[config.mk]
export PLATFORM = sky130hd
export DESIGN_NAME = mtrr_memory_type_resolver_top
export DESIGN_NICKNAME = d
export VERILOG_FILES = /design/src/hdl/mtrr_pkg.sv /design/src/hdl/mtrr_bound_calc.sv /design/src/hdl/mtrr_range_table.sv /design/src/hdl/mtrr_memory_type_resolver_top.sv
export SDC_FILE = /design/constraint.sdc
export NUM_CORES = 2
export LEC_CHECK = 0
export ABC_CLOCK_PERIOD_IN_PS = 18450
export CAP_MARGIN = 20
export CORE_ASPECT_RATIO = 2
export CORE_MARGIN = 5
export CORE_UTILIZATION = 55
export CTS_BUF_LIST = sky130_fd_sc_hd__clkbuf_16
export DETAILED_ROUTE_END_ITERATION = 12
export DONT_BUFFER_PORTS = 1
export GPL_TIMING_DRIVEN = 1
export PLACE_DENSITY = 0.7
export SYNTH_ARGS = -nofsm -noshare
export SYNTH_HDL_FRONTEND = slang
export SYNTH_SLANG_ARGS = --single-unit
[constraint.sdc]
create_clock -name clk -period 18.45 [get_ports clk]
set_clock_uncertainty 0.15 [all_clocks]
set_input_delay 2.7675 -clock clk [delete_from_list [all_inputs] [get_ports clk]]
set_output_delay 2.7675 -clock clk [all_outputs]
set_load 0.02 [all_outputs]
[src/hdl/mtrr_pkg.sv]
// Shared constants and types of the memory-type range resolver.
`timescale 1ns / 1ps
package mtrr_pkg;

  localparam int NUM_RANGES   = 16;
  localparam int ADDR_BITS    = 48;
  localparam int PAGE_SHIFT   = 12;
  localparam int REGION_SHIFT = 21;
  localparam int FRAME_BITS   = 36;
  localparam int IDX_W        = 4;
  localparam int TYPE_W       = 3;

  localparam logic [TYPE_W-1:0]    DEFAULT_TYPE_RST = TYPE_W'(6);
  localparam logic [ADDR_BITS-1:0] TOP_ADDR         = {ADDR_BITS{1'b1}};
  localparam logic [ADDR_BITS-1:0] REGION_M1 =
    ADDR_BITS'((64'd1 << REGION_SHIFT) - 64'd1);

  localparam logic OP_LOAD  = 1'b0;
  localparam logic OP_QUERY = 1'b1;

  // Bounds as kept in the table: the low bound is pre-lowered by the region
  // span minus one so a query compares its start address only.
  typedef struct packed {
    logic [ADDR_BITS-1:0] low_adj;
    logic [ADDR_BITS-1:0] high;
  } bounds_t;

  typedef struct packed {
    logic              we;
    logic [IDX_W-1:0]  idx;
    logic              enabled;
    logic [TYPE_W-1:0] mem_type;
    bounds_t           bounds;
  } wr_req_t;

endpackage

[src/hdl/mtrr_bound_calc.sv]
// Range bound computation for a load: low bound, high bound, saturation.
`timescale 1ns / 1ps
module mtrr_bound_calc (
  input  logic [mtrr_pkg::FRAME_BITS-1:0] base_frame,
  input  logic [mtrr_pkg::FRAME_BITS-1:0] mask_frame,
  output mtrr_pkg::bounds_t               bounds
);
  import mtrr_pkg::*;

  logic [FRAME_BITS-1:0] below;
  logic [ADDR_BITS-1:0]  low;
  logic [ADDR_BITS-1:0]  span_m1;
  logic [ADDR_BITS:0]    high_ext;
  logic [ADDR_BITS:0]    adj_ext;

  // Ones at every mask bit below the lowest set one.
  assign below   = ~mask_frame & (mask_frame - FRAME_BITS'(1));
  assign low     = ADDR_BITS'({base_frame, {PAGE_SHIFT{1'b0}}});
  assign span_m1 = ADDR_BITS'({below, {PAGE_SHIFT{1'b1}}});

  assign high_ext = {1'b0, low} + {1'b0, span_m1};
  assign adj_ext  = {1'b0, low} - {1'b0, REGION_M1};

  always_comb begin
    // Zero mask or carry out of the top saturates the window.
    if (mask_frame == '0 || high_ext[ADDR_BITS]) begin
      bounds.high = TOP_ADDR;
    end else begin
      bounds.high = high_ext[ADDR_BITS-1:0];
    end
    // Clamp at zero when the low bound lies within one region of the bottom.
    if (adj_ext[ADDR_BITS]) begin
      bounds.low_adj = '0;
    end else begin
      bounds.low_adj = adj_ext[ADDR_BITS-1:0];
    end
  end

endmodule

[src/hdl/mtrr_range_table.sv]
// Range entry table with per-entry overlap compare and last-match select.
`timescale 1ns / 1ps
module mtrr_range_table (
  input  logic                          clk,
  input  logic                          rst_n,
  input  mtrr_pkg::wr_req_t             wr,
  input  logic [mtrr_pkg::ADDR_BITS-1:0] query_start,
  input  logic [mtrr_pkg::TYPE_W-1:0]   default_type,
  output logic [mtrr_pkg::TYPE_W-1:0]   res_type,
  output logic                          matched
);
  import mtrr_pkg::*;

  logic [NUM_RANGES-1:0] enabled_r;
  logic [TYPE_W-1:0]     type_r   [NUM_RANGES];
  bounds_t               bounds_r [NUM_RANGES];
  logic [NUM_RANGES-1:0] hit;

  always_ff @(posedge clk) begin
    if (!rst_n) begin
      enabled_r <= '0;
    end else begin
      for (int i = 0; i < NUM_RANGES; i++) begin
        if (wr.we && wr.idx == IDX_W'(i)) begin
          enabled_r[i] <= wr.enabled;
        end
      end
    end
  end

  // A disabled load leaves the bounds alone; they are never looked at.
  always_ff @(posedge clk) begin
    for (int i = 0; i < NUM_RANGES; i++) begin
      if (wr.we && wr.idx == IDX_W'(i)) begin
        type_r[i] <= wr.mem_type;
        if (wr.enabled) begin
          bounds_r[i] <= wr.bounds;
        end
      end
    end
  end

  always_comb begin
    for (int i = 0; i < NUM_RANGES; i++) begin
      hit[i] = enabled_r[i] && (query_start >= bounds_r[i].low_adj) &&
               (query_start <= bounds_r[i].high);
    end
  end

  // Highest-numbered hit wins.
  always_comb begin
    res_type = default_type;
    matched  = 1'b0;
    for (int i = 0; i < NUM_RANGES; i++) begin
      if (hit[i]) begin
        res_type = type_r[i];
        matched  = 1'b1;
      end
    end
  end

endmodule

[src/hdl/mtrr_memory_type_resolver_top.sv]
// Top level of the memory-type range resolver: handshakes, stages, config.
`timescale 1ns / 1ps
// Resolves the memory type of a 2 MB physical region against sixteen variable
// ranges. A load transaction (operation 0) writes one range entry and returns
// a zero result; a query transaction (operation 1) returns the type of the
// highest-numbered enabled range overlapping the region, or the default type
// with matched low. One transaction is accepted per cycle unless in_stall is high;
// each passes an input register, one level of bound or compare logic and an
// output register that holds its result. Loads write the table as they leave
// the input register, so a following query sees them.
// The default type register resets to write-back (6) and is always ready.
module mtrr_memory_type_resolver_top (
  input  logic                           clk,
  input  logic                           rst_n,
  input  logic                           in_valid,
  output logic                           in_stall,
  input  logic                           in_operation,
  input  logic [mtrr_pkg::IDX_W-1:0]     in_entry_index,
  input  logic                           in_range_valid,
  input  logic [mtrr_pkg::TYPE_W-1:0]    in_range_type,
  input  logic [mtrr_pkg::FRAME_BITS-1:0] in_base_frame,
  input  logic [mtrr_pkg::FRAME_BITS-1:0] in_mask_frame,
  input  logic [mtrr_pkg::ADDR_BITS-1:0] in_query_address,
  output logic                           out_valid,
  input  logic                           out_stall,
  output logic [mtrr_pkg::TYPE_W-1:0]    out_memory_type,
  output logic                           out_matched,
  input  logic                           cfg_valid,
  output logic                           cfg_ready,
  input  logic [mtrr_pkg::TYPE_W-1:0]    cfg_default_memory_type
);
  import mtrr_pkg::*;

  logic                  s1_valid_r;
  logic                  s1_op_r;
  logic [IDX_W-1:0]      s1_idx_r;
  logic                  s1_en_r;
  logic [TYPE_W-1:0]     s1_type_r;
  logic [FRAME_BITS-1:0] s1_base_r;
  logic [FRAME_BITS-1:0] s1_mask_r;
  logic [ADDR_BITS-1:0]  s1_addr_r;

  logic                  out_valid_r;
  logic [TYPE_W-1:0]     out_type_r;
  logic                  out_matched_r;
  logic [TYPE_W-1:0]     default_type_r;

  logic                  out_free;
  logic                  s1_adv;
  logic                  in_take;
  bounds_t               bounds;
  wr_req_t               wr;
  logic [TYPE_W-1:0]     q_type;
  logic                  q_matched;

  assign out_free = !out_valid_r || !out_stall;
  assign s1_adv   = s1_valid_r && out_free;
  assign in_stall = s1_valid_r && !out_free;
  assign in_take  = in_valid && !in_stall;

  assign cfg_ready = 1'b1;

  always_ff @(posedge clk) begin
    if (!rst_n) begin
      default_type_r <= DEFAULT_TYPE_RST;
    end else if (cfg_valid && cfg_ready) begin
      default_type_r <= cfg_default_memory_type;
    end
  end

  // Input register: hold while the output stage is blocked.
  always_ff @(posedge clk) begin
    if (!rst_n) begin
      s1_valid_r <= 1'b0;
    end else if (!in_stall) begin
      s1_valid_r <= in_valid;
    end
  end

  always_ff @(posedge clk) begin
    if (in_take) begin
      s1_op_r   <= in_operation;
      s1_idx_r  <= in_entry_index;
      s1_en_r   <= in_range_valid;
      s1_type_r <= in_range_type;
      s1_base_r <= in_base_frame;
      s1_mask_r <= in_mask_frame;
      s1_addr_r <= in_query_address;
    end
  end

  mtrr_bound_calc u_bound_calc (
    .base_frame (s1_base_r),
    .mask_frame (s1_mask_r),
    .bounds     (bounds)
  );

  always_comb begin
    wr.we       = s1_adv && (s1_op_r == OP_LOAD);
    wr.idx      = s1_idx_r;
    wr.enabled  = s1_en_r;
    wr.mem_type = s1_type_r;
    wr.bounds   = bounds;
  end

  mtrr_range_table u_range_table (
    .clk          (clk),
    .rst_n        (rst_n),
    .wr           (wr),
    .query_start  (s1_addr_r),
    .default_type (default_type_r),
    .res_type     (q_type),
    .matched      (q_matched)
  );

  // Output register: advance when empty or taken.
  always_ff @(posedge clk) begin
    if (!rst_n) begin
      out_valid_r <= 1'b0;
    end else if (out_free) begin
      out_valid_r <= s1_valid_r;
    end
  end

  always_ff @(posedge clk) begin
    if (s1_adv) begin
      if (s1_op_r == OP_QUERY) begin
        out_type_r    <= q_type;
        out_matched_r <= q_matched;
      end else begin
        out_type_r    <= '0;
        out_matched_r <= 1'b0;
      end
    end
  end

  assign out_valid       = out_valid_r;
  assign out_memory_type = out_type_r;
  assign out_matched     = out_matched_r;

endmodule

# Word level (Yosys, flattened, before mapping)
# Memory sizes are Yosys's and may differ from the RTL's.
# Index checks and enable logic that the tools add are counted.
# Widths: inputs -> output; s select.
dict set report word_totals {
  register_bits 154
  mem_bits_rw 1584
  in_bits 137
  output_inout_bits 7
  wordCells 362
  n_memories 2
}
# memory words word_bits rd rd_ports_with_merged_regs wr line
set mem_list {}
lappend mem_list {u_range_table.bounds_r 16 96 16 0 1 mtrr_range_table.sv:16} ;# bounds_t bounds_r [NUM_RANGES];
lappend mem_list {u_range_table.type_r 16 3 16 0 1 mtrr_range_table.sv:15} ;# logic [TYPE_W-1:0] type_r [NUM_RANGES];
dict set report op_classes {
  n_addsub 3
  n_lt_le_gt_ge 32
  eq_ne 15
  mux 189
  n_bitwise 3
  reduce_logical 90
}
# operator count
set op_table {}
lappend op_table {{$mux 96} 15}
lappend op_table {{$reduce_or 96->1} 15}
lappend op_table {{$ge 48x48->1} 16}
lappend op_table {{$le 48x48->1} 16}
lappend op_table {{$mux 4} 30}
lappend op_table {{$mux 1} 111}
lappend op_table {{$mux 48} 2}
lappend op_table {{$mux 3} 31}
lappend op_table {{$logic_and 1x1->1} 52}
lappend op_table {{$add 48x48->49} 1}
lappend op_table {{$sub 48x21->49 const B} 1}
lappend op_table {{$reduce_or 3->1} 15}
lappend op_table {{$and 36x36->36} 1}
lappend op_table {{$logic_not 36->1} 1}
lappend op_table {{$not 36->36} 1}
lappend op_table {{$sub 36x1->36 const B} 1}
lappend op_table {{$eq 4x4->1 const B} 8}
lappend op_table {{$eq 4x3->1 const B} 4}
lappend op_table {{$eq 4x2->1 const B} 2}
lappend op_table {{$eq 4x1->1 const B} 1}
lappend op_table {{$logic_not 1->1} 4}
lappend op_table {{$logic_not 4->1} 1}
lappend op_table {{$logic_or 1x1->1} 2}
lappend op_table {{$not 1->1} 1}

# Depth between registers and ports, before layout
dict set report logic_depth {
  ltp_word 23
  mapped_depth 21
  depth_no_buf 18
}

# By module
# A second synthesis with hierarchy kept.
dict set report unflattened {
  hier_cells 7935
  area_unflattened_um2 95387.7
}
# mod instances cells_per_inst area_per_inst_um2
set by_module_without_submodules {}
lappend by_module_without_submodules {mtrr_range_table 1 7224 87604.0}
lappend by_module_without_submodules {mtrr_memory_type_resolver_top 1 157 4229.1}
lappend by_module_without_submodules {mtrr_bound_calc 1 554 3554.7}

# Least setup slack after synthesis
# No wires, ideal clock.
dict set report synth_path {
  path_kind {input-to-reg}
  from {input out_stall}
  to {register s1_addr_r[0] (enable)}
  t_arrival_ps 8710
  setup_slack_ps 8959
  path_stages 2
  n_path_buf 0
  cell_sequence {and3_1 -> nor2b_1}
}
dict set report synth_between {
  elab_chain_len 6
}
# item line
set synth_lines {}
lappend synth_lines {{from (decl)} mtrr_memory_type_resolver_top.sv:25} ;# input logic out_stall,
lappend synth_lines {{$logic_not 1->1} mtrr_memory_type_resolver_top.sv:56} ;# assign out_free = !out_valid_r || !out_stall;
lappend synth_lines {{$logic_or 1x1->1} mtrr_memory_type_resolver_top.sv:56}
lappend synth_lines {{$logic_not 1->1} mtrr_memory_type_resolver_top.sv:58} ;# assign in_stall = s1_valid_r && !out_free;
lappend synth_lines {{$logic_and 1x1->1} mtrr_memory_type_resolver_top.sv:58}
lappend synth_lines {{$logic_not 1->1} -}
lappend synth_lines {{$logic_and 1x1->1} mtrr_memory_type_resolver_top.sv:59} ;# assign in_take = in_valid && !in_stall;
lappend synth_lines {{net in_take} mtrr_memory_type_resolver_top.sv:50} ;# logic in_take;
lappend synth_lines {{to (signal assigned)} mtrr_memory_type_resolver_top.sv:88} ;# s1_addr_r <= in_query_address;
lappend synth_lines {{to (decl)} mtrr_memory_type_resolver_top.sv:41} ;# logic [ADDR_BITS-1:0] s1_addr_r;
# The timed path passes the listed nets, and every way through them passes these cells.
# A chain may end at the register's enable or synchronous reset.

==> results.sh <==
export IMPL_status="complete, no violations"
export IMPL_area_growth_pct=9.516
export IMPL_p_per_area_nw_per_um2=80.30
export IMPL_drt_iter0_drc=4347
export IMPL_r2r_end="u_range_table.bounds_r[0][424]"
export IMPL_wl_per_cell_um=27.84
export IMPL_critical_path_arrival_ps=7650
export IMPL_place_congestion=0.9651
export IMPL_tns_ps=0
export IMPL_fmax_mhz=132.8
export IMPL_finalWirelength_mm=230.0
export IMPL_critPathSlowestCell="nand2_1"
export IMPL_grt_overflow=0
export IMPL_postCtsSetupRepairBufs=0
export IMPL_io_buffers=0
export IMPL_floorplan_initialDensity=0.5522
export IMPL_ys_types=97
export IMPL_grt_antenna_before_repair=35
export IMPL_min_from="s1_valid_r"
export IMPL_numCtsBuffers=119
export IMPL_critPathKind="reg -> reg"
export IMPL_start_kind="flip-flop"
export IMPL_fin_crit_sh=0.4080
export IMPL_cts_clk_slew_worst_paths_ps=70
export IMPL_hold_path_class="reg -> reg"
export IMPL_synth_nets=7528
export IMPL_hold_end="out_valid"
export IMPL_synth_flop_cell="edfxtp_1"
export IMPL_cp_buffers_inverters=2
export IMPL_fp_dieH_um=531.2
export IMPL_path_delay_family="simple AND/OR/NAND/NOR gates"
export IMPL_dr_pass1_iters=6
export IMPL_setup_violations=0
export IMPL_synth_compound_area_frac=0.09915
export IMPL_slew_headroom=0.1972
export IMPL_cts_resized=0
export IMPL_finalPower_w=0.006569
export IMPL_final_layout_size_suffix_gt1_frac=0.05966
export IMPL_clockBufferDepth=3
export IMPL_viasPerCell=6.192
export IMPL_htreeDepth=3
export IMPL_hold_viol=0
export IMPL_syn_inst=6185
export IMPL_syn_area_per_cell_um2=12.08
export IMPL_peakVddDrop_mv=0.08730
export IMPL_synthArstFlopShare=0
export IMPL_synth_top_family_by_area="adder cells"
export IMPL_dp_hpwl_mm=164.9
export IMPL_rsz0062_at_grt="no"
export IMPL_min_path_cells=2
export IMPL_ioPinCount=144
export IMPL_synth_seq_area_share=0.5479
export IMPL_clock_sinks=1370
export IMPL_synth_xor_area_frac=0.005159
export IMPL_cp_required_ps=18580
export IMPL_grt_util_all_layers=0.3151
export IMPL_cts_hold_buffers_added=0
export IMPL_synth_area_um2=74700
export IMPL_ant_nets=0
export IMPL_synth_enable_flop_cells=1349
export IMPL_insertion_delay_ps=760
export IMPL_yosys_warnings=0
export IMPL_placementRows=191
export IMPL_maxCapViolCount=0
export IMPL_ys_seq_elements=1370
export IMPL_core_um2=135300
export IMPL_end_kind="flip-flop"
export IMPL_synth_adder_area_share=0.2021
export IMPL_critPathMaxStageDelay_ps=690
export IMPL_p_leak_nw=35.70
export IMPL_root_buffer="clkbuf_16"
export IMPL_report_final_slew_viol_count=0
export IMPL_cp_max_fo=34
export IMPL_drc=0
export IMPL_tightest_slew_ps=1203
export IMPL_yosys_mux_area_fraction=0.001357
export IMPL_via_count=51153
export IMPL_die_w_um=270.6
export IMPL_path_cells="or4_1 > or4b_4 > nor4_4 > nand3b_2 > or4_1 > or3_1 > inv_1 > ha_1 > a21o_1 > a21o_1 > a2111oi_0 > a221o_1 > a31o_2 > o21ai_0 > a21oi_1 > nor4bb_1 > or2_1 > buf_4 > nand2_1"
export IMPL_ff2ff_setup_slack_ps=10920
export IMPL_holdWs_ps=368.2
export IMPL_grt_pass1_wl_mm=329.4
export IMPL_yosys_area_share_simple=0.08062
export IMPL_worstReg2RegStart="s1_mask_r[0]"
export IMPL_finalNetCount=7746
export IMPL_worstRegToRegCells=19
export IMPL_die_area_um2=143700
export IMPL_cts_tree="done"
export IMPL_min_period_ps=7528
export IMPL_grt_max_degree=72
export IMPL_grt_pass1_vias=51410
power breakdown:
| group | internal (W) | switching [W] |
|---|---|---|
| registers | 0.00345 | 0.0000251 |
| clock network | 0.00139 | 0.00117 |
| logic | 0.000163 | 0.000369 |
| total | 0.00500 | 0.00157 |
placed cells by master (no fill, tap or decap), types with 27 or more instances in the layout:
cell type	synthesis	layout
nand3_1	115	115
a211oi_1	70	70
nor4_1	45	44
nor2b_1	41	32
o21ai_0	250	245
edfxtp_1	1349	1349
o211ai_1	43	43
nor2_1	210	188
clkbuf_16	0	124
nor3_1	108	108
ha_1	1205	1205
nand2_1	245	245
xnor2_1	27	27
and4_1	29	29
o21a_1	67	67
a21o_1	133	133
a21oi_1	334	334
inv_1	1237	1261
nand4_1	198	198
buf_4	1	102
and3_1	29	28
synth_stat cells, drive strengths merged, types with 41 or more instances:
cell type,count,share of area
edfxtp,1349,0.54
inv,1238,0.062
ha,1205,0.20
a21oi,336,0.023
o21ai,257,0.017
nand2,245,0.012
nor2,210,0.011
nand4,198,0.017
a21o,133,0.013
nand3,115,0.0077
nor3,109,0.0075
a211oi,70,0.0070
o21a,67,0.0067
nor4,48,0.0045
o211ai,43,0.0043
nor2b,41,0.0034
logic make-up (layout without fill, tap and decap cells):
family,Yosys count,in the layout
other cells,1,22
fa+ha+maj,1206,1206
compound gates,1147,1147
xor+xnor,44,44
buf+inv,1255,1573
flops,1370,1370
simple gates,1152,1152
mux,10,10
cell type report:
class                   count  area (µm²)
fillers                 10648       53460
flip-flops and latches   1370       40930
multi-input cells        3560       29170
inverters                1238        4647
clock buffers             124        3103
well taps                1737        2173
repair buffers            114       918.4
clock inverters            97       814.5
diodes                     21       52.55
worst reg2reg max path, cell delays in order, from the launching register on:
cell	delay, ps
edfxtp_1	390
or4_1	580
or4b_4	540
nor4_4	210
nand3b_2	200
or4_1	620
or3_1	510
inv_1	90
ha_1	290
a21o_1	220
a21o_1	210
a2111oi_0	470
a221o_1	230
a31o_2	120
o21ai_0	200
a21oi_1	230
nor4bb_1	370
or2_1	170
buf_4	530
nand2_1	710
per-stage QoR:
step                std cells  utilization  cell area, µm²  setup slack (ps)
floorplan                6185            -           74700              8959
global placement         8007       0.5745           77710             11080
detailed placement       8017       0.5754           77820             11070
CTS                      8238       0.6043           81740             11010
global route             8243       0.6044           81760             10570
finish                   8261       0.6048           81800             10920
metal layers:
layer  GRT usage  part of all wire
met5           0           0.00060
met2      0.5486              0.49
met4      0.2524             0.098
met1      0.3369              0.34
met3     0.05446             0.071
flip-flops by register name, indices dropped and copies added (netlist names):
name                     flops
s1_valid_r                   1
s1_op_r                      1
u_range_table.enabled_r     16
s1_en_r                      1
s1_idx_r                     4
s1_type_r                    3
u_range_table.bounds_r    1168
u_range_table.type_r        48
s1_addr_r                   48
out_matched                  1
s1_base_r                   36
s1_mask_r                   36
default_type_r               3
out_memory_type              3
out_valid                    1
worst max-delay path by stage:
| stage | end | startpoint | cells past startpoint | slack, ps |
|---|---|---|---|---|
| floorplan | s1_addr_r[0] | out_stall | 2 | 8960 |
| global placement | u_range_table.bounds_r[0][424] | s1_mask_r[0] | 19 | 11080 |
| detailed placement | u_range_table.bounds_r[1][712] | s1_mask_r[0] | 19 | 11070 |
| CTS | u_range_table.bounds_r[1][328] | s1_mask_r[0] | 19 | 11010 |
| global route | u_range_table.bounds_r[0][328] | s1_mask_r[0] | 19 | 10570 |
| finish | u_range_table.bounds_r[0][424] | s1_mask_r[0] | 19 | 10920 |
Note: power is estimated with default switching activity, not from simulation.
